===== src/rtl/dmq_pkg.sv =====
package dmq_pkg;

  localparam int MAX_RESULTS = 16;
  localparam int REL_W       = $clog2(MAX_RESULTS);

  typedef enum logic [0:0] {
    OP_SEND = 1'b0,
    OP_TICK = 1'b1
  } dmq_op_t;

  typedef enum logic [2:0] {
    KIND_NOW     = 3'd0,
    KIND_STORED  = 3'd1,
    KIND_DUP     = 3'd2,
    KIND_FULL    = 3'd3,
    KIND_DUE     = 3'd4
  } dmq_kind_t;

  typedef struct packed {
    dmq_op_t      opcode;
    logic [31:0]  now_time;
    logic [15:0]  delay_ticks;
    logic [7:0]   message_id;
    logic [7:0]   sender_code;
    logic [7:0]   receiver_code;
  } dmq_in_t;

  typedef struct packed {
    dmq_kind_t    kind;
    logic [7:0]   out_message;
    logic [7:0]   out_sender;
    logic [7:0]   out_receiver;
    logic         last;
  } dmq_out_t;

  typedef struct packed {
    logic [31:0]  due;
    logic [23:0]  ids;
  } dmq_entry_t;

  typedef struct packed {
    logic         load;
    logic         shift;
  } dmq_cell_ctl_t;

endpackage


===== src/rtl/dmq_cell.sv =====
module dmq_cell import dmq_pkg::*; (
  input  logic          clk,
  input  logic          rst_n,
  input  dmq_cell_ctl_t ctl,
  input  logic          nbr_valid,
  input  dmq_entry_t    nbr_entry,
  input  dmq_entry_t    new_entry,
  input  logic [23:0]   cmp_ids,
  input  logic [31:0]   cmp_now,
  output logic          valid,
  output dmq_entry_t    entry,
  output logic          match,
  output logic          due
);

  logic       valid_r;
  dmq_entry_t entry_r;
  logic [31:0] diff;

  // load takes a new message; shift pulls the upper neighbor down one place
  always_ff @(posedge clk) begin
    if (!rst_n) begin
      valid_r <= 1'b0;
    end else if (ctl.load) begin
      valid_r <= 1'b1;
    end else if (ctl.shift) begin
      valid_r <= nbr_valid;
    end
  end

  always_ff @(posedge clk) begin
    if (ctl.load) begin
      entry_r <= new_entry;
    end else if (ctl.shift) begin
      entry_r <= nbr_entry;
    end
  end

  // wrap-safe: due when (due - now) as signed is zero or negative
  assign diff  = entry_r.due - cmp_now;
  assign due   = valid_r && ((diff == 32'd0) || diff[31]);
  assign match = valid_r && (entry_r.ids == cmp_ids);
  assign valid = valid_r;
  assign entry = entry_r;

endmodule


===== src/rtl/delayed_message_queue_unit.sv =====
// Timed message queue with duplicate suppression.
//
// Input channel: drive in_item and raise start; the item is taken at the
// clock edge where start is high and busy is low. busy stays high while an
// item is being worked on.
// Result channel: each result shows on out_item for one cycle with out_valid
// high. The receiver cannot stall; every result must be taken as it comes.
//
// A send item gives exactly one result (delivered now, stored, duplicate
// dropped or full dropped); the item passes through the send state, and
// out_valid rises, registered, at the same edge at which busy falls.
// A tick item walks the chain of cells from the newest pending entry down to
// the oldest, one cell per cycle, then enters the flush state (directly
// when nothing is pending). Each due entry is removed as it is found,
// the cells above it shifting down one place. Hold each due result until the
// next due entry is found or the scan ends, then emit it; results come out
// newest first, the final one, marked by last, in the same cycle busy falls.
// At most sixteen entries are released per tick.
// Reset clears all valid flags and the entry count; nothing is pending.
module delayed_message_queue_unit import dmq_pkg::*; #(
  parameter int DEPTH = 16
) (
  input  logic     clk,
  input  logic     rst_n,
  input  logic     start,
  output logic     busy,
  input  dmq_in_t  in_item,
  output logic     out_valid,
  output dmq_out_t out_item
);

  localparam int CW = $clog2(DEPTH + 1);
  localparam int PW = (DEPTH > 1) ? $clog2(DEPTH) : 1;

  typedef enum logic [3:0] {
    ST_IDLE  = 4'b0001,
    ST_SEND  = 4'b0010,
    ST_SCAN  = 4'b0100,
    ST_FLUSH = 4'b1000
  } state_t;

  state_t            state_r, state_nxt;
  dmq_in_t           in_r;
  logic [CW-1:0]     count_r, count_nxt;
  logic [PW-1:0]     ptr_r, ptr_nxt;
  logic [REL_W-1:0]  rel_cnt_r, rel_cnt_nxt;
  logic              buf_vld_r, buf_vld_nxt;
  logic [23:0]       buf_ids_r, buf_ids_nxt;
  logic              out_valid_r, out_valid_nxt;
  dmq_out_t          out_item_r, out_item_nxt;

  logic              accept;
  logic              store_ok;
  logic              release_hit;
  logic              any_match;
  logic [23:0]       in_ids;
  dmq_entry_t        new_entry;

  logic              valid_w [DEPTH];
  dmq_entry_t        entry_w [DEPTH];
  logic [DEPTH-1:0]  match_w;
  logic [DEPTH-1:0]  due_w;
  dmq_cell_ctl_t     ctl_w   [DEPTH];

  assign accept    = start && !busy;
  assign busy      = (state_r != ST_IDLE);
  assign in_ids    = {in_r.message_id, in_r.sender_code, in_r.receiver_code};
  assign new_entry = '{due: in_r.now_time + {16'd0, in_r.delay_ticks}, ids: in_ids};
  assign any_match = |match_w;

  // a store happens only for a nonzero delay, no duplicate and a free cell
  assign store_ok    = (state_r == ST_SEND) && (in_r.delay_ticks != 16'd0) &&
                       !any_match && (count_r != CW'(DEPTH));
  assign release_hit = (state_r == ST_SCAN) && due_w[ptr_r];

  // chain of cells, oldest entry at index 0
  for (genvar i = 0; i < DEPTH; i++) begin : g_cell
    logic       nbr_valid;
    dmq_entry_t nbr_entry;

    if (i < DEPTH - 1) begin : g_mid
      assign nbr_valid = valid_w[i+1];
      assign nbr_entry = entry_w[i+1];
    end else begin : g_top
      assign nbr_valid = 1'b0;
      assign nbr_entry = '0;
    end

    // load the first free cell; on a release shift every cell at or above it
    assign ctl_w[i].load  = store_ok && (CW'(i) == count_r);
    assign ctl_w[i].shift = release_hit && (PW'(i) >= ptr_r);

    dmq_cell u_cell (
      .clk       (clk),
      .rst_n     (rst_n),
      .ctl       (ctl_w[i]),
      .nbr_valid (nbr_valid),
      .nbr_entry (nbr_entry),
      .new_entry (new_entry),
      .cmp_ids   (in_ids),
      .cmp_now   (in_r.now_time),
      .valid     (valid_w[i]),
      .entry     (entry_w[i]),
      .match     (match_w[i]),
      .due       (due_w[i])
    );
  end

  // capture the item on accept
  always_ff @(posedge clk) begin
    if (accept) begin
      in_r <= in_item;
    end
  end

  always_comb begin
    state_nxt     = state_r;
    count_nxt     = count_r;
    ptr_nxt       = ptr_r;
    rel_cnt_nxt   = rel_cnt_r;
    buf_vld_nxt   = buf_vld_r;
    buf_ids_nxt   = buf_ids_r;
    out_valid_nxt = 1'b0;
    out_item_nxt  = out_item_r;

    unique case (state_r)
      ST_IDLE: begin
        if (accept) begin
          rel_cnt_nxt = '0;
          buf_vld_nxt = 1'b0;
          if (in_item.opcode == OP_SEND) begin
            state_nxt = ST_SEND;
          end else if (count_r == '0) begin
            // nothing pending: flush finds an empty buffer
            state_nxt = ST_FLUSH;
          end else begin
            ptr_nxt   = PW'(count_r - CW'(1));
            state_nxt = ST_SCAN;
          end
        end
      end

      ST_SEND: begin
        out_valid_nxt            = 1'b1;
        out_item_nxt.out_message  = in_r.message_id;
        out_item_nxt.out_sender   = in_r.sender_code;
        out_item_nxt.out_receiver = in_r.receiver_code;
        out_item_nxt.last         = 1'b1;
        // duplicate check ranks ahead of the full check
        if (in_r.delay_ticks == 16'd0) begin
          out_item_nxt.kind = KIND_NOW;
        end else if (any_match) begin
          out_item_nxt.kind = KIND_DUP;
        end else if (count_r == CW'(DEPTH)) begin
          out_item_nxt.kind = KIND_FULL;
        end else begin
          out_item_nxt.kind = KIND_STORED;
          count_nxt         = count_r + CW'(1);
        end
        state_nxt = ST_IDLE;
      end

      ST_SCAN: begin
        if (release_hit) begin
          // emit the held result, hold the new one until the next is known
          if (buf_vld_r) begin
            out_valid_nxt             = 1'b1;
            out_item_nxt.kind         = KIND_DUE;
            out_item_nxt.out_message  = buf_ids_r[23:16];
            out_item_nxt.out_sender   = buf_ids_r[15:8];
            out_item_nxt.out_receiver = buf_ids_r[7:0];
            out_item_nxt.last         = 1'b0;
          end
          buf_vld_nxt = 1'b1;
          buf_ids_nxt = entry_w[ptr_r].ids;
          count_nxt   = count_r - CW'(1);
          rel_cnt_nxt = rel_cnt_r + REL_W'(1);
        end
        if ((ptr_r == '0) ||
            (release_hit && (rel_cnt_r == REL_W'(MAX_RESULTS - 1)))) begin
          state_nxt = ST_FLUSH;
        end else begin
          ptr_nxt = ptr_r - PW'(1);
        end
      end

      ST_FLUSH: begin
        if (buf_vld_r) begin
          out_valid_nxt             = 1'b1;
          out_item_nxt.kind         = KIND_DUE;
          out_item_nxt.out_message  = buf_ids_r[23:16];
          out_item_nxt.out_sender   = buf_ids_r[15:8];
          out_item_nxt.out_receiver = buf_ids_r[7:0];
          out_item_nxt.last         = 1'b1;
        end
        buf_vld_nxt = 1'b0;
        state_nxt   = ST_IDLE;
      end

      default: begin
        state_nxt = ST_IDLE;
      end
    endcase
  end

  always_ff @(posedge clk) begin
    if (!rst_n) begin
      state_r     <= ST_IDLE;
      count_r     <= '0;
      ptr_r       <= '0;
      rel_cnt_r   <= '0;
      buf_vld_r   <= 1'b0;
      out_valid_r <= 1'b0;
    end else begin
      state_r     <= state_nxt;
      count_r     <= count_nxt;
      ptr_r       <= ptr_nxt;
      rel_cnt_r   <= rel_cnt_nxt;
      buf_vld_r   <= buf_vld_nxt;
      out_valid_r <= out_valid_nxt;
    end
  end

  always_ff @(posedge clk) begin
    buf_ids_r  <= buf_ids_nxt;
    out_item_r <= out_item_nxt;
  end

  assign out_valid = out_valid_r;
  assign out_item  = out_item_r;

endmodule

===== config.mk =====
export PLATFORM = sky130hd
export DESIGN_NAME = delayed_message_queue_unit
export DESIGN_NICKNAME = d
export VERILOG_FILES = /design/src/rtl/dmq_pkg.sv /design/src/rtl/dmq_cell.sv /design/src/rtl/delayed_message_queue_unit.sv
export SDC_FILE = /design/constraint.sdc
export NUM_CORES = 2
export LEC_CHECK = 0
export ABC_AREA = 0
export BUFFER_PORTS_ARGS = -buffer_cell sky130_fd_sc_hd__buf_2
export CORE_MARGIN = 1
export CORE_UTILIZATION = 45
export CTS_CLUSTER_SIZE = 14
export DETAILED_ROUTE_END_ITERATION = 8
export PLACE_DENSITY = 0.67
export SKIP_CTS_REPAIR_TIMING = 1
export SLEW_MARGIN = 20
export SYNTH_ARGS = -nofsm -noshare
export SYNTH_HDL_FRONTEND = slang
export SYNTH_HIERARCHICAL = 1
export SYNTH_SLANG_ARGS = --single-unit
export TNS_END_PERCENT = 30

===== constraint.sdc =====
create_clock -name clk -period 6.2 [get_ports clk]
set_input_delay 0.93 -clock clk [delete_from_list [all_inputs] [get_ports clk]]
set_output_delay 0.93 -clock clk [all_outputs]
set_load 0.02 [all_outputs]

After elaboration in Yosys (flattened, before gate mapping)
Cells that the tools add are included. Widths: inputs -> output; s select.

Flip-flop bits (word level): 1055. Output and inout bits: 30.

$add $sub $neg: 21. $lt $le $gt $ge: 18. Eq/ne operators: 50. Multiplexer cells: 100. Bitwise operators: 1. Reductions and logical operators: 137.

Operators with widths (number): $mux 56 (32); $logic_not 32->1 (16); $sub 32x32->32 (16); $eq 24x24->1 (16); $bmux 56 s4 (1); $mux 28 (3); $pmux 28 s3 (1); $logic_and 1x1->1 (70); $mux 24 (2); $eq 4x5->1 const A (8); $mux 4 (10); $mux 1 (37); $reduce_bool 2->1 (18); $add 32x16->32 (1); $ge 4x4->1 const A (8); $pmux 4 s2 (3); $eq 3x5->1 const A (4); $mux 5 (4); $ne 2x2->1 const B (10); $logic_or 1x1->1 (17); $ge 3x4->1 const A (4); $logic_not 16->1 (1); $reduce_bool 16->1 (1); $reduce_or 16->1 (1); 31 further kinds (43).

Longest topological paths before layout
Depth after elaboration: 11. Depth in mapped cells: 23. Gate-level depth less buffers: 22.

Modules after synthesis
Netlist, hierarchy kept.

By module, submodules not included: dmq_cell at g_cell[13].u_cell ... (times used 6, cells an instance 498, area an instance 4872.2 µm², sequential area each 1701.6 µm²); dmq_cell at g_cell[4].u_cell ... (times used 6, cells an instance 488, area an instance 4833.4 µm², sequential area each 1701.6 µm²); dmq_cell at g_cell[0].u_cell ... (times used 3, cells an instance 474, area an instance 4727.0 µm², sequential area each 1701.6 µm²); delayed_message_queue_unit (times used 1, cells an instance 944, area an instance 9968.3 µm², sequential area each 4103.9 µm²); dmq_cell at g_cell[12].u_cell (times used 1, cells an instance 508, area an instance 4916.0 µm², sequential area each 1701.6 µm²).

Worst setup path after synthesis
Ideal clock, no wire load.

Path type: flip-flop to flip-flop. Start point: register in_r[41] in the netlist's numbering. End point: register g_cell[15].u_cell.entry_r, in the netlist g_cell[15].u_cell/entry[0] (enable). Library setup time: 389 ps. Arrival: 5725 ps. Data required time: 5811 ps. Setup slack: 85 ps. Stages on the path, launching flop included: 19. Path buffers: 0. Cell sequence: edfxtp_1 inv_1 ha_1 a21oi_1 o21ai_2 a31oi_4 mux2_1 nor4_1 o2111ai_1 or4b_1 nand4b_1 o21ai_1 mux4_2 mux2i_4 or3_4 inv_2 a31oi_4 inv_2 or2_2.

RTL lines: start, declared (line delayed_message_queue_unit.sv:43) `dmq_in_t in_r;`; start signal, assigned (line delayed_message_queue_unit.sv:112) `in_r <= in_item;`; end signal, assigned (line dmq_cell.sv:33) `entry_r <= new_entry;`; end signal, assigned (line dmq_cell.sv:35) `entry_r <= nbr_entry;`; end, declared (line dmq_cell.sv:17) `dmq_entry_t entry_r;`.

==> results by group <==
Power
  • LEAKAGE: 36.6 nW
  • Max rail drop VDD: 204 uV
  • Net Switching: 6.41 mW
  • Reg power frac: 0.392
  • Switch share: 0.320
  • Internal power: around 14 mW
  • Clk pwr share: 0.388
  • Gate power share: 0.221
  • PD cells: between 200 and 250 nW/um^2
  • Power Total: 20.1 mW

Global route
  • All-Layer GR Usage: 0.331
  • Vias in the first global route: approximately 70000
  • Antenna violations before repair: 27
  • First-pass GRT wire length: 481 mm
  • Largest net degree at the start of global routing: 64
  • GRT Residual Overflow: 0

Routing
  • Antenna-violating nets left: 0
  • Routed vias/inst: 6.44
  • Routed via count: 75300
  • Wire length per cell: roughly 29 um
  • Drt pass-1 iters: 7
  • Total Routed Length: 335 mm
  • Drt initial violations: 9375
  • DRC violations left: 0

Final layout
  • Nets@finish: 9667
  • Finished Cell Area: slightly below 100000 sq um
  • Final core utilization: 0.507
  • Layout cell share with drive strength beyond 1: 0.212
  • Area growth syn-to-layout: 11.9%
  • Most common cell after layout, fill and taps aside: edfxtp_1
  • Most frequent cells in the layout: 1020 x edfxtp_1, 925 x mux2_2, 702 x inv_1

Logic synthesis
  • Post-synth ARST share: 0
  • Primary FF master, synth: edfxtp_1
  • Gate Count Post-Synth: 8790
  • Flops & latches, synth: 1055
  • Mapped Area: 87300 sq um
  • Sequential element share of the synthesized area: 0.359
  • Synth Area per Inst: 9.93 sq um
  • Post-synth cell types: 112
  • Post-synth EDFFs: 1020
  • YS warnings: 6

Die
  • Starting Density: 0.453
  • Die area: a little under 200000 sq um
  • Die span in x: approximately 440 um
  • Row count: 161
  • Die height: around 440 um
  • Core ar.: around 190000 sq um
  • I/O pin total: 106

Placement
  • Detail Placement HPWL: ~250 mm
  • Gpl congestion: 0.995
  • Dpl cell area: 93200 sq um
  • PortBufs: 105

Timing
  • Relative slew slack: 0.141
  • Final Critical Period: between 5 and 6 ns
  • FMAX: around 0.17 GHz
  • Worst hold slack: around 0.27 ns
  • Slew @ Worst Pin: 1.29 ns
  • RSZ-0062 raised after global routing: false
  • Max-slew violation count: 0
  • Setup violators final: 0
  • Final Hold Viols: 0
  • Fin crit share: 0.967
  • Setup Skew: 0.0437 ns
  • Setup tns final: 0 ns

Clock network
  • CTS tree: built
  • Worst-path clk slew: 0.06 ns
  • CTS H-tree depth: 4
  • Worst-skew pair later-pin latency: 0.83 ns
  • CTS Buf Count: 130
  • Root Driver: clkbuf_16
  • Clock Path Buffers: 3
  • TritonCTS Sinks: 1055

Setup path
  • CP Max Fanout: 32
  • Kind of critical path: reg -> reg
  • Max incr delay on CP: just under 0.6 ns
  • Worst Path Required: 6.70 ns
  • Crit end category: flop
  • Critical path, cell by cell: buf_8, inv_1, ha_1, a211oi_2, nor2_1, a211o_1, a31oi_4, mux2_1, nor4_1, o2111ai_1, or4b_1, nand4b_1, o21ai_1, mux2_2, o311a_1, buf_4, a31oi_4, a31oi_1, or2_2, buf_12
  • Crit path launch type: flop
  • Arrival @ worst endpoint: 6.50 ns
  • Crit-path slowest cell: or4b_1
  • Cell mode on critical path: a31oi_4

Hold path
  • Worst Hold Class: in -> reg

Job
  • Max-cap viol count: 0

Run status
  • Status: finished clean
## final cells by class
| cell class | count | area, sq um |
|---|---|---|
| fillers | 17400 | 94900 |
| multi-input cells | 6697 | 52100 |
| flip-flops and latches | 1055 | 31300 |
| repair buffers | 458 | 4100 |
| clock buffers | 154 | 3360 |
| well taps | 2526 | 3160 |
| inverters | 708 | 2660 |
| clock inverters | 81 | 956 |
| diodes | 19 | 47.5 |
## stage by stage
stage,instances,worst slack [ns]
2_1_floorplan,8846,0.0853
3_3_place_gp,11400,0.167
3_5_place_dp,11400,0.0602
4_1_cts,11700,0.00351
5_1_grt,11700,0.0216
6_report,11700,0.204
## worst max-delay path, delay by kind of cell (launching register included)
family	cells	cell delay, ns
compound gates	8	1.86
fa+ha+maj	1	0.41
buf+inv	4	0.77
flops	1	0.45
mux	2	0.55
simple gates	5	1.57
## sequential cells by signal, summed over array words and instances (netlist names)
signal	cells
count_r	5
g_cell.u_cell/entry	896
g_cell.u_cell/valid	16
rel_cnt_r	4
buf_vld_r	1
state_r	4
in_ids	24
in_r	48
ptr_r	4
out_item	28
out_valid	1
buf_ids_r	24
## synthesized netlist by cell type (20+ instances only)
| cell type | number | area share |
|---|---|---|
| edfxtp_1 | 1020 | 0.35 |
| mux2_2 | 925 | 0.12 |
| inv_1 | 703 | 0.030 |
| a21oi_1 | 583 | 0.033 |
| nand2_1 | 548 | 0.024 |
| ha_1 | 524 | 0.075 |
| nor2_1 | 409 | 0.018 |
| o21ai_0 | 406 | 0.023 |
| xor2_1 | 317 | 0.032 |
| xnor2_1 | 307 | 0.031 |
| nand4_1 | 226 | 0.016 |
| nand3_1 | 213 | 0.012 |
| a21o_1 | 167 | 0.014 |
| nor3_1 | 151 | 0.0087 |
| nor4_1 | 151 | 0.011 |
| buf_2 | 150 | 0.0086 |
| mux2i_1 | 149 | 0.017 |
| clkbuf_1 | 125 | 0.0054 |
| a31oi_1 | 119 | 0.0085 |
| o21a_1 | 102 | 0.0088 |
| buf_1 | 69 | 0.0030 |
| nand2b_1 | 69 | 0.0049 |
| o221ai_1 | 63 | 0.0063 |
| and3_1 | 62 | 0.0044 |
| o2111ai_1 | 62 | 0.0062 |
| nor2b_1 | 59 | 0.0042 |
| a211oi_1 | 52 | 0.0045 |
| mux4_2 | 50 | 0.013 |
| o22ai_1 | 48 | 0.0034 |
| o31ai_1 | 43 | 0.0037 |
| nand3b_1 | 42 | 0.0036 |
| o211ai_1 | 40 | 0.0034 |
| a31o_2 | 37 | 0.0037 |
| dfxtp_1 | 35 | 0.0080 |
| or2_2 | 34 | 0.0024 |
| and2_1 | 32 | 0.0023 |
| or3_1 | 32 | 0.0023 |
| a211o_1 | 31 | 0.0031 |
| o21bai_1 | 31 | 0.0027 |
| o31a_1 | 26 | 0.0026 |
| o21ai_1 | 24 | 0.0014 |
| buf_4 | 21 | 0.0018 |
| o311ai_0 | 21 | 0.0021 |
| a2111oi_2 | 20 | 0.0034 |
## kinds of logic after synthesis
group | Yosys count | share of synthesized area
multiplexers | 1131 | 0.150
AND/OR/NAND/NOR | 2181 | 0.129
flip-flops | 1055 | 0.359
XOR/XNOR | 624 | 0.0626
buffers and inverters | 1095 | 0.0516
other | 1 | 0.0000430
AO/OA/AOI/OAI | 2162 | 0.168
adder cells (fa/ha/maj) | 541 | 0.0790
## per-layer routing
| layer | global-route usage | vias to the layer above | part of all wire |
|---|---|---|---|
| met5 | 0 | - | 0.000039 |
| li1 | - | 33700 | - |
| met4 | 0.207 | 2 | 0.071 |
| met2 | 0.507 | 4183 | 0.44 |
| met1 | 0.430 | 36500 | 0.39 |
| met3 | 0.0624 | 883 | 0.099 |
## final timing paths
| kind | from | to | slack [ns] | cells past startpoint |
|---|---|---|---|---|
| worst min register to register | buf_vld_r | buf_vld_r | 0.48 | 2 |
| worst max-delay path | in_r[48] | g_cell[12].u_cell/entry[33] | 0.20 | 20 |
| worst max register to register | in_r[48] | g_cell[12].u_cell/entry[33] | 0.20 | 20 |
| worst min-delay path | in_item[3] | in_ids[3] | 0.27 | 1 |
## power groups by stage
| stage | sequential (mW) | combinational [mW] | clock (mW) |
|---|---|---|---|
| CTS | 7.88 | 4.24 | 7.87 |
| global placement | 8.02 | 4.18 | 0 |
| detailed placement | 8.03 | 4.22 | 0 |
| global route | 7.87 | 4.65 | 8.10 |
| finish | 7.87 | 4.43 | 7.78 |
| floorplan | 8.08 | 2.48 | 0 |
Power figures use the tool's default switching activity.
